<file path="config.mk">
export PLATFORM = sky130hd
export DESIGN_NAME = fh64_front
export DESIGN_NICKNAME = d
export VERILOG_FILES = /design/src/rtl/core/fh64_pkg.sv /design/src/rtl/core/fh64_front.sv
export SDC_FILE = /design/constraint.sdc
export NUM_CORES = 1
export LEC_CHECK = 0
export BUFFER_PORTS_ARGS = -buffer_cell sky130_fd_sc_hd__buf_2
export CORE_MARGIN = 4
export CORE_UTILIZATION = 40
export DETAILED_ROUTE_END_ITERATION = 10
export GPL_ROUTABILITY_DRIVEN = 0
export GPL_TIMING_DRIVEN = 0
export PLACE_DENSITY = 0.91
export SYNTH_ARGS = -nofsm -noshare
export SYNTH_HDL_FRONTEND = slang
export SYNTH_SLANG_ARGS = --single-unit
</file>
<file path="constraint.sdc">
create_clock -name vclk -period 2.6
set_input_delay 0.52 -clock vclk [all_inputs]
set_output_delay 0.52 -clock vclk [all_outputs]
set_load 0.03 [all_outputs]
</file>
<file path="src/rtl/core/fh64_pkg.sv">
// fh64_pkg: shared constants, types and helpers for the fasthash64 stream hasher.
// No dependencies.
package fh64_pkg;

  localparam logic [63:0] HASH_SEED = 64'd3111696;
  localparam logic [63:0] HASH_MULT = 64'h880355f21e6d1965;
  localparam logic [63:0] MIX_MULT  = 64'h2127599bf4325c37;
  localparam int unsigned MIX_SHIFT_A = 23;
  localparam int unsigned MIX_SHIFT_B = 47;

  localparam logic [31:0] MAX_KEY_BYTES_DEF = 32'd65535;
  localparam int unsigned QUEUE_DEPTH_DEF   = 4;

  localparam logic [3:0] WORD_BYTES = 4'd8;

  // one queued work entry: word already masked and pre-shifted
  typedef struct packed {
    logic [63:0] pre;
    logic        has_data;
    logic [15:0] total;
    logic        first;
    logic        last;
  } qent_t;

  typedef struct packed {
    logic full;
    logic empty;
  } qstat_t;

  function automatic logic [63:0] xs(input logic [63:0] x, input int unsigned sh);
    xs = x ^ (x >> sh);
  endfunction

endpackage

</file>
<file path="src/rtl/core/fh64_front.sv">
// fh64_front: accepts input beats, masks the word, clamps counts, builds queue entries.
// Depends on fh64_pkg.
module fh64_front import fh64_pkg::*; #(
  parameter logic [31:0] MAX_KEY_BYTES = MAX_KEY_BYTES_DEF
) (
  input  logic        push,
  input  logic [63:0] data_word,
  input  logic [3:0]  valid_bytes,
  input  logic [15:0] total_bytes,
  input  logic        first_word,
  input  logic        last_word,
  input  qstat_t      q_stat,
  output logic        q_push,
  output qent_t       q_ent
);

  logic [3:0]  nbytes;
  logic [63:0] masked;

  assign nbytes = (valid_bytes > WORD_BYTES) ? WORD_BYTES : valid_bytes;

  always_comb begin
    for (int i = 0; i < 8; i++) begin
      masked[i*8 +: 8] = (4'(i) < nbytes) ? data_word[i*8 +: 8] : 8'h00;
    end
  end

  assign q_ent.pre      = xs(masked, MIX_SHIFT_A);
  assign q_ent.has_data = (nbytes != 4'd0);
  assign q_ent.total    = ({16'h0000, total_bytes} > MAX_KEY_BYTES) ?
                          MAX_KEY_BYTES[15:0] : total_bytes;
  assign q_ent.first    = first_word;
  assign q_ent.last     = last_word;
  assign q_push         = push && !q_stat.full;

endmodule

</file>
==> run_results.csv <==
group,metric,value,unit
outcome,run_status,"finished clean",
global_route,grt_pass1_wl,10200,microns
layout,fin_area,0.00244,sq mm
detailed_routing,avgViaCountPerCell,5.57,
global_route,grt_usage,0.231,
die,dieWidth,71.5,microns
placement,dpl_cell_area,0.00244,sq mm
worst_setup_path,slowest_stage,"a221oi_1",
layout,seq_area,0,sq um
worst_setup_path,worstPathCellList,"buf_6 -> a21oi_4 -> o21ai_1 -> a221oi_1 -> buf_2",
die,die_area,0.00512,sq mm
timing,slew_headroom,0.621,
layout,area_delta_synth_final,50.8,%
timing,rsz0062_at_grt,"no",
die,num_rows,22,
timing,hold_violations,0,
pwr,p_leak,0.00136,uW
placement,placement.io_buffers,152,
timing,tns,0,ns
layout,final_util,0.646,
worst_setup_path,critPathLaunch,"valid_bytes[2]",
layout,num-nets-final,488,
worst_setup_path,worst-endpoint-required,2.08,ns
worst_setup_path,slowest_delay,0.34,ns
layout,drive_gt1_frac,0.471,
timing,fin_crit_sh,0.901,
layout,layout_commonest_cell,"buf_2",
worst_hold_path,hold_path.class,"in -> out",
detailed_routing,postRouteWirelength,6750,microns
detailed_routing,avgRoutedWirePerCell,15.2,microns
detailed_routing,drt_iter0_drc,89,
global_route,grt-ovfl-total,0,
placement,dpl.hpwl,5480,microns
synth,syn_avg_cell_area,6.59,sq um
global_route,antenna_found_initial,0,
worst_setup_path,critPathKind,"in -> out",
synth,ys_seq_area_frac,0,
timing,period_needed,2.34,ns
clocking,cts_resized,0,
synth,syn-instance-count,245,
detailed_routing,drc_errors,0,
timing,worstMarginPinSlew,0.565,ns
global_route,grt_pass1_vias,2389,
worst_setup_path,worstPathArrival,1.82,ns
pwr,p_total,651,uW
timing,max_freq,0.427,GHz
synth,syn-cell-area,0.00162,sq mm
global_route,globalRouteMet1Util,0.266,
layout,clockBufferCount,0,
global_route,grt-busiest-layer,"met2",
die,start_util,0.428,
worst_setup_path,crit_fanout,10,
worst_setup_path,crit_buf_inv,2,
timing,slew_violations,0,
detailed_routing,postRouteAntennaNets,0,
pwr,peakVddDrop,0.000167,V
global_route,grt_use_met3,0.0224,
worst_hold_path,min_from,"total_bytes[12]",
clocking,post_cts_buffers,0,
die,num_io_pins,173,
synth,yosys_warnings,0,
worst_setup_path,cpLargestDelayFamily,"compound AO/OA/AOI/OAI gates",
die,coreArea,0.00377,sq mm
job,drv_cap,0,
synth,syn_nets,334,
layout,mostFrequentLayoutCells,"buf_2, buf_4, and3b_1",
timing,hold_ws,1.29,ns
clocking,hold_buffers,0,
die,dieHeight,71.5,microns
detailed_routing,vias,2477,
layout,seq_cells,0,
detailed_routing,first_pass_iters,4,
timing,setup_viol,0,
synth,yosysUniqueCellTypes,40,
worst_setup_path,cp-start-kind,"input pin",
worst_setup_path,critPathCaptureType,"output pin",
global_route,grt_max_degree,11,
layout,diodes,0,
global_route,use_met2,0.459,
pwr,power_density,267,mW/mm^2
-- layout make-up --
cell class	instances	area (sq um)
multi-input combinational	206	1370
fill	351	1340
inverter	3	11.3
tap	48	60.1
timing repair buffer	152	761
buffer	36	235
-- metal layers --
metal | up-vias | part of all wire
li1 | 1208 | -
met1 | 1154 | 0.39
met2 | 111 | 0.52
met3 | 4 | 0.077
met4 | 0 | 0.0065
met5 | - | 0
-- metrics by stage --
| step | cells | worst slack [ns] |
|---|---|---|
| 3_5_place_dp | 445 | 0.291 |
| 6_report | 445 | 0.258 |
| 5_1_grt | 445 | 0.143 |
| 3_3_place_gp | 445 | 0.288 |
| 2_1_floorplan | 245 | 0.179 |
| 4_1_cts | 445 | 0.291 |
-- synthesized netlist by cell type, types with 2 or more instances --
cell type / count / area share
o21a_1: 7 / 0.033
and3b_1: 22 / 0.12
xnor2_1: 3 / 0.016
nor2b_1: 12 / 0.046
a22o_1: 8 / 0.043
nand2_1: 7 / 0.016
nor3_1: 8 / 0.025
nor2_1: 18 / 0.042
and2_1: 15 / 0.058
inv_1: 2 / 0.0046
o21ai_1: 3 / 0.0093
a311oi_1: 7 / 0.038
o21ai_0: 16 / 0.050
buf_4: 22 / 0.10
and2b_1: 5 / 0.023
nand2b_1: 6 / 0.023
a221oi_1: 7 / 0.038
buf_2: 8 / 0.025
o22ai_1: 8 / 0.031
and3_1: 7 / 0.027
a21oi_1: 9 / 0.028
xor2_1: 8 / 0.043
a31oi_1: 16 / 0.062
clkbuf_1: 5 / 0.012
-- report_power, final --
part / leakage (uW) / switching [uW] / internal [uW] / total [uW]
Sequential: 0 / 0 / 0 / 0
Clock: 0 / 0 / 0 / 0
Combinational: 0.00136 / 420 / 231 / 651
Total: 0.00136 / 420 / 231 / 651
-- cells by family after synthesis --
kind of cell	share of synthesized area
adders and majority gates	0.00620
buffers and inverters	0.153
xor gates and xnor gates	0.0596
and+or+nand+nor	0.408
AOI/OAI and AO/OA	0.373
-- final timing paths --
kind	cells after the start	slack [ns]	to
setup / recovery	5	0.26	q_ent[28]
hold / removal	2	1.29	q_ent[14]
(Power assumes the default switching activity.)
