--- src/rtl/core/fh64_pkg.sv ---
// fh64_pkg: shared constants, types and helpers for the fasthash64 stream hasher.
// No dependencies.
package fh64_pkg;

  localparam logic [63:0] HASH_SEED = 64'd3111696;
  localparam logic [63:0] HASH_MULT = 64'h880355f21e6d1965;
  localparam logic [63:0] MIX_MULT  = 64'h2127599bf4325c37;
  localparam int unsigned MIX_SHIFT_A = 23;
  localparam int unsigned MIX_SHIFT_B = 47;

  localparam logic [31:0] MAX_KEY_BYTES_DEF = 32'd65535;
  localparam int unsigned QUEUE_DEPTH_DEF   = 4;

  localparam logic [3:0] WORD_BYTES = 4'd8;

  // one queued work entry: word already masked and pre-shifted
  typedef struct packed {
    logic [63:0] pre;
    logic        has_data;
    logic [15:0] total;
    logic        first;
    logic        last;
  } qent_t;

  typedef struct packed {
    logic full;
    logic empty;
  } qstat_t;

  function automatic logic [63:0] xs(input logic [63:0] x, input int unsigned sh);
    xs = x ^ (x >> sh);
  endfunction

endpackage

--- src/rtl/core/fh64_fifo.sv ---
// fh64_fifo: small register queue between the front and back parts.
// Depends on fh64_pkg.
module fh64_fifo import fh64_pkg::*; #(
  parameter int unsigned WIDTH = 1,
  parameter int unsigned DEPTH = QUEUE_DEPTH_DEF
) (
  input  logic             clk,
  input  logic             rst,
  input  logic             wr_en,
  input  logic [WIDTH-1:0] wr_data,
  input  logic             rd_en,
  output logic [WIDTH-1:0] rd_data,
  output qstat_t           stat
);

  localparam int unsigned AW = (DEPTH > 1) ? $clog2(DEPTH) : 1;
  localparam int unsigned CW = $clog2(DEPTH + 1);

  logic [WIDTH-1:0] mem [DEPTH];
  logic [AW-1:0]    wr_ptr;
  logic [AW-1:0]    rd_ptr;
  logic [CW-1:0]    count;
  logic             do_wr;
  logic             do_rd;

  assign stat.full  = (count == CW'(DEPTH));
  assign stat.empty = (count == '0);
  assign do_wr      = wr_en && !stat.full;
  assign do_rd      = rd_en && !stat.empty;
  assign rd_data    = mem[rd_ptr];

  always_ff @(posedge clk) begin
    if (do_wr) begin
      mem[wr_ptr] <= wr_data;
    end
  end

  always_ff @(posedge clk) begin
    if (rst) begin
      wr_ptr <= '0;
      rd_ptr <= '0;
      count  <= '0;
    end else begin
      if (do_wr) begin
        wr_ptr <= (wr_ptr == AW'(DEPTH - 1)) ? '0 : wr_ptr + AW'(1);
      end
      if (do_rd) begin
        rd_ptr <= (rd_ptr == AW'(DEPTH - 1)) ? '0 : rd_ptr + AW'(1);
      end
      if (do_wr && !do_rd) begin
        count <= count + CW'(1);
      end else if (do_rd && !do_wr) begin
        count <= count - CW'(1);
      end
    end
  end

endmodule

--- config.mk ---
export PLATFORM = sky130hd
export DESIGN_NAME = fh64_fifo
export DESIGN_NICKNAME = d
export VERILOG_FILES = /design/src/rtl/core/fh64_pkg.sv /design/src/rtl/core/fh64_fifo.sv
export SDC_FILE = /design/constraint.sdc
export NUM_CORES = 1
export LEC_CHECK = 0
export BUFFER_PORTS_ARGS = -buffer_cell sky130_fd_sc_hd__buf_2
export CORE_AREA = 2 2 39 41
export CTS_CLUSTER_SIZE = 30
export DETAILED_ROUTE_END_ITERATION = 6
export DIE_AREA = 0 0 41 43
export GPL_TIMING_DRIVEN = 0
export PLACE_DENSITY = 0.7
export SETUP_SLACK_MARGIN = 0.05
export SLEW_MARGIN = 0
export SYNTH_ARGS = -nofsm -noshare
export SYNTH_HDL_FRONTEND = slang
export SYNTH_SLANG_ARGS = --single-unit
--- constraint.sdc ---
create_clock -name clk -period 3.1 [get_ports clk]
set_input_delay 0.155 -clock clk [delete_from_list [all_inputs] [get_ports clk]]
set_output_delay 0.155 -clock clk [all_outputs]
set_load 0.01 [all_outputs]
==> results.txt, run 1 <==
- Final setup violation count: 0
- The worst hold path belongs to the class input port to register.
- Number of hold violations in the final report: 0
* Clock group share of total power: 18.2%
- H-tree depth reported by CTS: 1
- Clock tree skew after final layout: 0.00267 ns
* Largest net degree at the start of global routing: 9
- GRT Util Overall: 14.2%
* FF+latch count, synth: 13
- Post-detailed-routing wire length: 871 um
* Number of global-route vias before repair: 376
- The analysis attributes to net switching a power of 182 uW.
- In this run the vertical extent of the chip is 43 um.
* Crit path max fanout: 7
* Area of the core: 1380 um2
- Type of element capturing the critical path: register
* Number of gates given a new drive strength after cts: 0
* Net switching share of the total power: 33.4%
- I/O pins: 8
* Number of inserted diodes: 0
* Post-cts hold buffer count: 0
- Final weighted congestion in routability-driven placement: 0.727
- STA puts the critical path data required time at 3.30 ns.
- Subtracting the final worst setup slack from the clock period gives 2.21 ns.
- Static timing analysis puts the maximum clock frequency at 453 MHz.
- After floorplanning, the core was divided into 14 placement rows.
- The worst path uses 71.2% of the clock period.
- Proportion of power drawn by flip-flops and latches: 45.5%
- After filler insertion, the fill cell instance count of the layout stands at 122.
* Count of placed standard cells in the final layout, fillers left out: 81
- Instance count after placement with tap cells included: 77
- TritonCTS sink count: 13
- Maximum clock insertion buffer count: 2
- Dpl hpwl: 691 um
- The critical path starts at count[0].
- The run finished with clean final reports.
- Wire length per cell after detailed routing: 10.8 um
- A synthesized cell averages 12.0 um2.
- For this configuration, the core starts out at a cell density of 47.8%.
- Hold path start: wr_data
- Clock insertion delay at the later pin of the skew report: 0.27 ns
* Power per cell area: 740 nW/um2
* DRC: 0
- CTS placed an instance of sky130_fd_sc_hd__clkbuf_4 at the clock tree root.
- The synthesized design contains 4 enable-type register cells.
- The analysis attributes to cell leakage a power of 0.329 nW.
- Vias: 392
- Post-CTS Setup Repair Bufs: 0
- The count of final max-slew check failures came to 0.
* Detailed router's first-iteration violation count: 0
- Tightest Pin Transition: 0.380 ns
- Area occupied by registers: 300 um2
- By startpoint and endpoint, the worst setup path is classified as register to register.
* Clock-pin slew on the worst setup and hold paths: 0.07 ns
- Buffers placed on the I/O ports in this run total 6.
- For this run, the leading register cell type out of synthesis is sky130_fd_sc_hd__dfxtp_1.
- For this run, the detailed router's first-pass iteration total came to 1.
- Library cells used by synthesis: 25
- The cell area that synthesis handed to floorplanning was 662 um2.
- Setup repair after global routing left no endpoint under its margin.
- Post-synthesis sequential area ratio: 45.4%
- The die covers 1760 um2.
* Global route overflow: 0
- Worst-case vdd ir drop: 0.408 mV
- The worst setup path is launched from a register.
* Antenna violations before repair: 0
- Fraction of final layout cells with drive strength greater than 1: 26.2%
- Async set-or-reset flop fraction in the synthesized netlist: 0%
* First-pass GRT wire length: 1590 um
- From synthesis to final layout, the design area changed by 11.5%.
- Warning count from the yosys run: 0
* Crit path arrival time: 2.41 ns
- Clock tree from TritonCTS: yes
* Worst rel slew slack: 74.7%
* MaxCap Viol Count: 0
* Num CTS Buffers: 3
* Number of instances in the synthesized netlist: 55
- Final net count: 78
- Syn Nets: 67
- The design draws 546 uW.
- In this run the remaining antenna-violating nets after routing total 0.
- The startpoint identified for the worst register-to-register timing path is count[0].
- Setup TNS after final layout: 0 ns
- Using the TritonRoute via totals, the vias-per-cell ratio works out to 4.84.
* Share of power burned in combinational logic: 36.3%
* Multi-input logic area: 302 um2
- Die X-Extent: 41 um
- Int Power: 364 uW
[stage by stage]
step	hold WS, ns	utilization, %	setup WS, ns	area, um2
finish	0.0986	53.3	0.893	738
global route	0.0779	53.3	0.660	738
CTS	0.0901	53.3	0.885	738
detailed placement	0.377	51.4	0.905	712
global placement	0.373	51.4	0.945	712
floorplan	0.254	-	1.05	662
[cell usage after synthesis (all sizes together) (2+ instances only)]
master	instances	area share, %
nor3	2	1.5
xor2	2	2.6
dfxtp	9	27
ha	6	11
o21ai	2	1.5
edfxtp	4	18
nor2	4	3.4
nand3	2	1.5
o31ai	2	3.8
inv	3	1.7
a21oi	3	2.8
or3	2	1.9
and3	4	3.8
mux2i	2	3.0
[cell families (layout without fill, tap and decap cells)]
| logic type | count (synthesis) | count (layout) | synth area share [%] |
|---|---|---|---|
| adders and majority gates | 7 | 7 | 14.4 |
| DFF | 13 | 13 | 45.4 |
| muxes | 3 | 3 | 6.43 |
| buffers and inverters | 7 | 17 | 9.07 |
| AOI/OAI and AO/OA | 7 | 7 | 8.13 |
| xor gates and xnor gates | 2 | 2 | 2.65 |
| and+or+nand+nor | 16 | 16 | 14.0 |
[power groups by stage]
stage / registers [mW] / logic [mW] / clock network, mW
2_1_floorplan: 0.245 / 0.162 / 0
4_1_cts: 0.250 / 0.201 / 0.105
3_3_place_gp: 0.252 / 0.197 / 0
6_report: 0.249 / 0.198 / 0.0993
3_5_place_dp: 0.255 / 0.200 / 0
5_1_grt: 0.256 / 0.234 / 0.114
[critical path, stage by stage (launching register included)]
cell	delay [ns]
sky130_fd_sc_hd__dfxtp_1	0.45
sky130_fd_sc_hd__or3b_1	0.16
sky130_fd_sc_hd__buf_6	0.14
sky130_fd_sc_hd__clkinv_8	0.05
sky130_fd_sc_hd__nor2_4	0.10
sky130_fd_sc_hd__ha_1	0.20
sky130_fd_sc_hd__inv_1	0.06
sky130_fd_sc_hd__fa_1	0.37
sky130_fd_sc_hd__xor2_1	0.15
sky130_fd_sc_hd__or3_1	0.31
sky130_fd_sc_hd__a21oi_1	0.14
[cells in the final DEF, fill, tap and decap left out, types with 2 or more instances in the layout]
cell                       Yosys  layout
sky130_fd_sc_hd__dfxtp_1       9       9
sky130_fd_sc_hd__ha_1          6       6
sky130_fd_sc_hd__buf_2         0       6
sky130_fd_sc_hd__and3_1        4       4
sky130_fd_sc_hd__edfxtp_1      4       4
sky130_fd_sc_hd__inv_1         3       3
sky130_fd_sc_hd__nor2_1        3       3
sky130_fd_sc_hd__clkbuf_4      0       3
sky130_fd_sc_hd__nor3_1        2       2
sky130_fd_sc_hd__o31ai_2       2       2
sky130_fd_sc_hd__clkbuf_1      1       2
sky130_fd_sc_hd__nand3_1       2       2
sky130_fd_sc_hd__mux2i_1       2       2
sky130_fd_sc_hd__xor2_1        2       2
sky130_fd_sc_hd__or3_1         2       2
sky130_fd_sc_hd__a21oi_1       2       2
[path summary, 6_finish.rpt]
| kind | endpoint | slack [ns] | cells after the start |
|---|---|---|---|
| setup / recovery | count[2] | 0.89 | 10 |
| hold / removal | mem[0] | 0.1 | 1 |
| setup reg to reg | count[2] | 0.89 | 10 |
| hold reg to reg | rd_ptr[0] | 0.50 | 2 |
[cell type report]
| cell class | instances | share of cell area, % |
|---|---|---|
| multi-input combinational | 35 | 40.8 |
| sequential | 13 | 40.7 |
| inverter | 5 | 6.10 |
| timing repair buffer | 6 | 4.07 |
| clock buffer | 4 | 3.56 |
| tap | 16 | 2.71 |
| buffer | 2 | 2.03 |
[per-layer routing]
layer / vias up / routed length, um / GRT usage, %
met3: 2 / 42 / 7.85
met2: 7 / 409 / 19.1
li1: 212 / - / -
met4: 0 / 17 / 8.00
met5: - / 0 / 0
met1: 171 / 401 / 17.2
(Power assumes the default switching activity.)
==> run 2: changes to the inputs <==
--- a/config.mk
+++ b/config.mk
@@ -5,11 +5,11 @@
 export SDC_FILE = /design/constraint.sdc
 export NUM_CORES = 1
 export LEC_CHECK = 0
+export ABC_AREA = 1
 export BUFFER_PORTS_ARGS = -buffer_cell sky130_fd_sc_hd__buf_2
-export CORE_AREA = 2 2 39 41
+export CORE_UTILIZATION = 48
 export CTS_CLUSTER_SIZE = 30
 export DETAILED_ROUTE_END_ITERATION = 6
-export DIE_AREA = 0 0 41 43
 export GPL_TIMING_DRIVEN = 0
 export PLACE_DENSITY = 0.7
 export SETUP_SLACK_MARGIN = 0.05
==> constraint.sdc (replaced) <==
create_clock -name clk -period 2 [get_ports clk]
set_input_delay 0.1 -clock clk [delete_from_list [all_inputs] [get_ports clk]]
set_output_delay 0.1 -clock clk [all_outputs]
set_load 0.01 [all_outputs]
==> run 2 against run 1 <==
Against the previous run:
- clock-buffer cell count unchanged
- sequential cell count unchanged
- largest cell class unchanged
- synthesized cell count up 49%
- via count up 27%
- sequential power up 64%
- cell count up 35%
- synthesized area up 1.1%
- highest routed layer unchanged
- die area down 12%
- cell area up 3.6%
- first-iteration DRC count up 7
==> results.txt, run 2 <==
* Final setup violation count: 0 (unchanged)
- The share of cells above drive strength 1 came to 18.1% (-8.1 points).
- The clock power share came to 16.4% (-1.8 points).
- The count of inserted antenna diode cells was 0 (unchanged).
* Net switching share of the total power: 38.9% (+5.5 points)
- The number of standard-cell rows in the floorplan came to 13 (-1).
- Num CTS Buffers: 3 (unchanged)
- The routed wirelength normalized by instance count came to 9.55 um (-11%).
* Warning count from the yosys run: 0 (unchanged)
- Commonest cells in the netlist: sky130_fd_sc_hd__inv_1, sky130_fd_sc_hd__nor2_1, sky130_fd_sc_hd__nand2_1, sky130_fd_sc_hd__dfxtp_1, sky130_fd_sc_hd__ha_1
- The overall power consumption was 965 uW (+77%).
- The worst hold margin is 0.0463 ns (-0.0523 ns).
- The number of global-route vias before repair came to 463 (+23%).
- Largest net degree at the start of global routing: 8 (-1)
- In the synthesized netlist the dominant register cell turns out to be sky130_fd_sc_hd__dfxtp_1.
- Final antenna-violating net count: 0 (unchanged)
* H-tree depth reported by CTS: 1 (unchanged)
* Most area-consuming cells after synthesis: sky130_fd_sc_hd__dfxtp_1, sky130_fd_sc_hd__edfxtp_1, sky130_fd_sc_hd__ha_1
* Initial DRT Pass Iterations: 4 (+3)
* Count of placed standard cells in the final layout, fillers left out: 109 (+35%)
- Area of the core: 1300 um2 (-6.0%)
* Top cell type's share of synthesized area: 26.9% (-0.31 points)
- The maximum clock insertion buffer count came to 2 (unchanged).
- The peak clock frequency supported by timing was 563 MHz (+24%).
- The clock latency on the worst-skew pair is 0.26 ns (about the same).
- Slowest stage cell on the critical path: sky130_fd_sc_hd__fa_1
- The fraction of power consumed by sequential logic was 42.3% (-3.2 points).
- I/O pins: 8 (unchanged)
- Time the final worst path needs with I/O delays and setup: 1.78 ns (-0.429 ns)
- The average instance area after synthesis was 8.16 um2 (-32%).
* Tightest Hold Check Type: input port to register
- The final critical-path setup slack was 0.223 ns (-0.671 ns).
- Die height: 39.3 um (-8.5%)
- Clock Tree Root: sky130_fd_sc_hd__clkbuf_4
* TritonCTS sink count: 13 (unchanged)
- The weighted congestion at the end of routability-driven global placement was 0.695 (-4.5%).
* Dpl hpwl: 805 um (+17%)
- The worst slew margin relative to its limit was 88.3% (+14 points).
- The cell internal power dissipation is 590 uW (+62%).
- The initial antenna violation count is 0 (unchanged).
- The clock-pin transition on the worst setup and hold timing paths came to 0.08 ns (about the same).
- The x dimension of the die came to 39.3 um (-4.0%).
- The critical path goes through nor2_4 -> nand2_2 -> nand2_2 -> inv_1 -> ha_1 -> inv_1 -> fa_1 -> o21ai_0 -> nor2_1.
- The first-pass GRT wire length is 1790 um (+13%).
- The static leakage was 0.386 nW (+17%).
- Slew Limit Fails: 0 (unchanged)
- Synthesis-to-finish area growth: 14.2%
* Power per cell area: 1260 nW/um2 (+71%)
* Setup slack after placement: 0.157 ns (-0.748 ns)
- The relative contribution of combinational cells to total power was 41.2% (+4.9 points).
- The worst-path maximum fanout is 6 (-1).
- The fraction of the cycle the final worst path needs is 88.9% (+18 points).
* Number of enable-type register cells in the synthesized netlist: 4 (unchanged)
* Detail-routed via count per cell: 4.56 (-5.8%)
- DRC: 0 (unchanged)
- The global-route usage over all layers came to 17.6% (+3.4 points).
- Number of hold violations in the final report: 0 (unchanged)
* Crit Path Category: register to register
- The critical path arrival came to 1.94 ns (-0.47 ns).
* Final design instance area without fill: 764 um2 (+3.6%)
* Type of element capturing the critical path: register
- Library cells used by synthesis: 16 (-36%)
- The critical path required time came to 2.16 ns (-1.14 ns).
- Type of origin of the critical path: register
- The number of cells after detailed placement is 104 (+35%).
- Post-detailed-routing wire length: 1040 um (+20%)
- Tightest Pin Transition: 0.175 ns (-0.205 ns)
- The number of DRC violations after detailed-routing iteration 0 was 7 (+7).
* Syn Nets: 94 (+40%)
* FF+latch count, synth: 13 (unchanged)
- The largest clock skew in the final design was 0.00158 ns (-0.00109 ns).
- The total of max-cap violations was 0 (unchanged).
- The count of filler cells inserted in the layout is 137 (+12%).
- The switching power came to 375 uW (+110%).
- Largest area contributor in the synthesized netlist: sky130_fd_sc_hd__dfxtp_1
* Commonest cells after routing, fill and taps aside: sky130_fd_sc_hd__inv_1, sky130_fd_sc_hd__nor2_1, sky130_fd_sc_hd__nand2_1
- The biggest cell delay along the critical path is 0.40 ns (-0.05 ns).
- Post-synthesis sequential area ratio: 44.9% (-0.51 points)
- The overall die area was 1550 um2 (-12%).
- Number of instances in the synthesized netlist: 82 (+49%)
- The via count of the routed design came to 497 (+27%).
* Post-CTS Setup Repair Bufs: 0 (unchanged)
- The residual overflow from global routing was 0 (unchanged).
* Port Buf Inserts: 7 (+1)
* Clock tree from TritonCTS: yes
* Post-Place Cell Area: 723 um2 (+1.6%)
* Setup TNS after final layout: 0 ns (unchanged)
- Initial core utilization: 51.4% (+3.6 points)
* Final net count: 107 (+37%)
- The run finished with clean final reports.
- The netlist area before placement is 669 um2 (+1.1%).
- Setup repair after global routing left no endpoint under its margin.
* Async set-or-reset flop fraction in the synthesized netlist: 0% (unchanged)
* Final Core Density: 58.8% (+5.4 points)
* Worst-case vdd ir drop: 0.663 mV (+63%)
==> run 2: cell types whose count changed after synthesis, moves of 2 or more <==
cell	change
sky130_fd_sc_hd__mux2i_1	-2
sky130_fd_sc_hd__nand3b_1	+2
sky130_fd_sc_hd__and3_1	-4
sky130_fd_sc_hd__o21ai_0	+2
sky130_fd_sc_hd__nand2_2	+3
sky130_fd_sc_hd__o31ai_2	-2
sky130_fd_sc_hd__nor2_1	+14
sky130_fd_sc_hd__nand2_1	+10
sky130_fd_sc_hd__nor3_1	-2
sky130_fd_sc_hd__or3_1	-2
sky130_fd_sc_hd__inv_1	+14
==> run 2: power by group through the flow <==
stage	sequential [mW]	combinational [mW]	clock, mW
floorplan	0.399	0.304	0
global placement	0.409	0.375	0
detailed placement	0.412	0.393	0
CTS	0.406	0.397	0.163
global route	0.421	0.477	0.180
finish	0.409	0.398	0.159
==> run 2: path summary, 6_finish.rpt <==
path                            startpoint       end  slack [ns]  cells past startpoint
worst max register to register    count[1]  count[1]        0.22                      9
worst max-delay path              count[1]  count[1]        0.22                      9
worst min register to register    count[1]  count[1]        0.53                      2
worst min-delay path               wr_data    mem[1]        0.05                      1
==> run 2: logic make-up (layout without fill, tap and decap cells) <==
family          after synthesis  count (layout)  synth area share (%)
simple gates                 37              37                  24.9
buf+inv                      17              29                  9.53
flops                        13              13                  44.9
fa+ha+maj                     7               7                  14.2
compound gates                7               7                  5.23
xor+xnor                      1               1                  1.31
==> run 2: cell type report <==
class / count / area [um2] / share of cell area, %
clock buffer: 4 / 26.3 / 3.44
timing repair buffer: 8 / 45.0 / 5.89
sequential: 13 / 303 / 39.6
multi-input combinational: 52 / 308 / 40.3
tap: 15 / 18.8 / 2.45
inverter: 17 / 63.8 / 8.35
==> run 2: routing by layer <==
layer  track usage, %  routed length, um  vias to the layer above
li1                 -                  -                      275
met3             6.82                 27                        2
met5                0                  0                        -
met1             18.7                485                      213
met2             30.4                515                        7
met4             7.76                 13                        0
==> run 2: critical path: cells and delay by family (launching register included) <==
family,cells,cell delay [ns]
fa+ha+maj,2,0.61
simple gates,4,0.39
flops,1,0.35
compound gates,1,0.17
buf+inv,2,0.14
==> run 2: what timing repair did <==
action                     in CTS  in global routing
setup endpoints to repair       0                  2
gates resized for setup         0                  3
hold buffers                    1                  0
hold endpoints to repair        1                  0
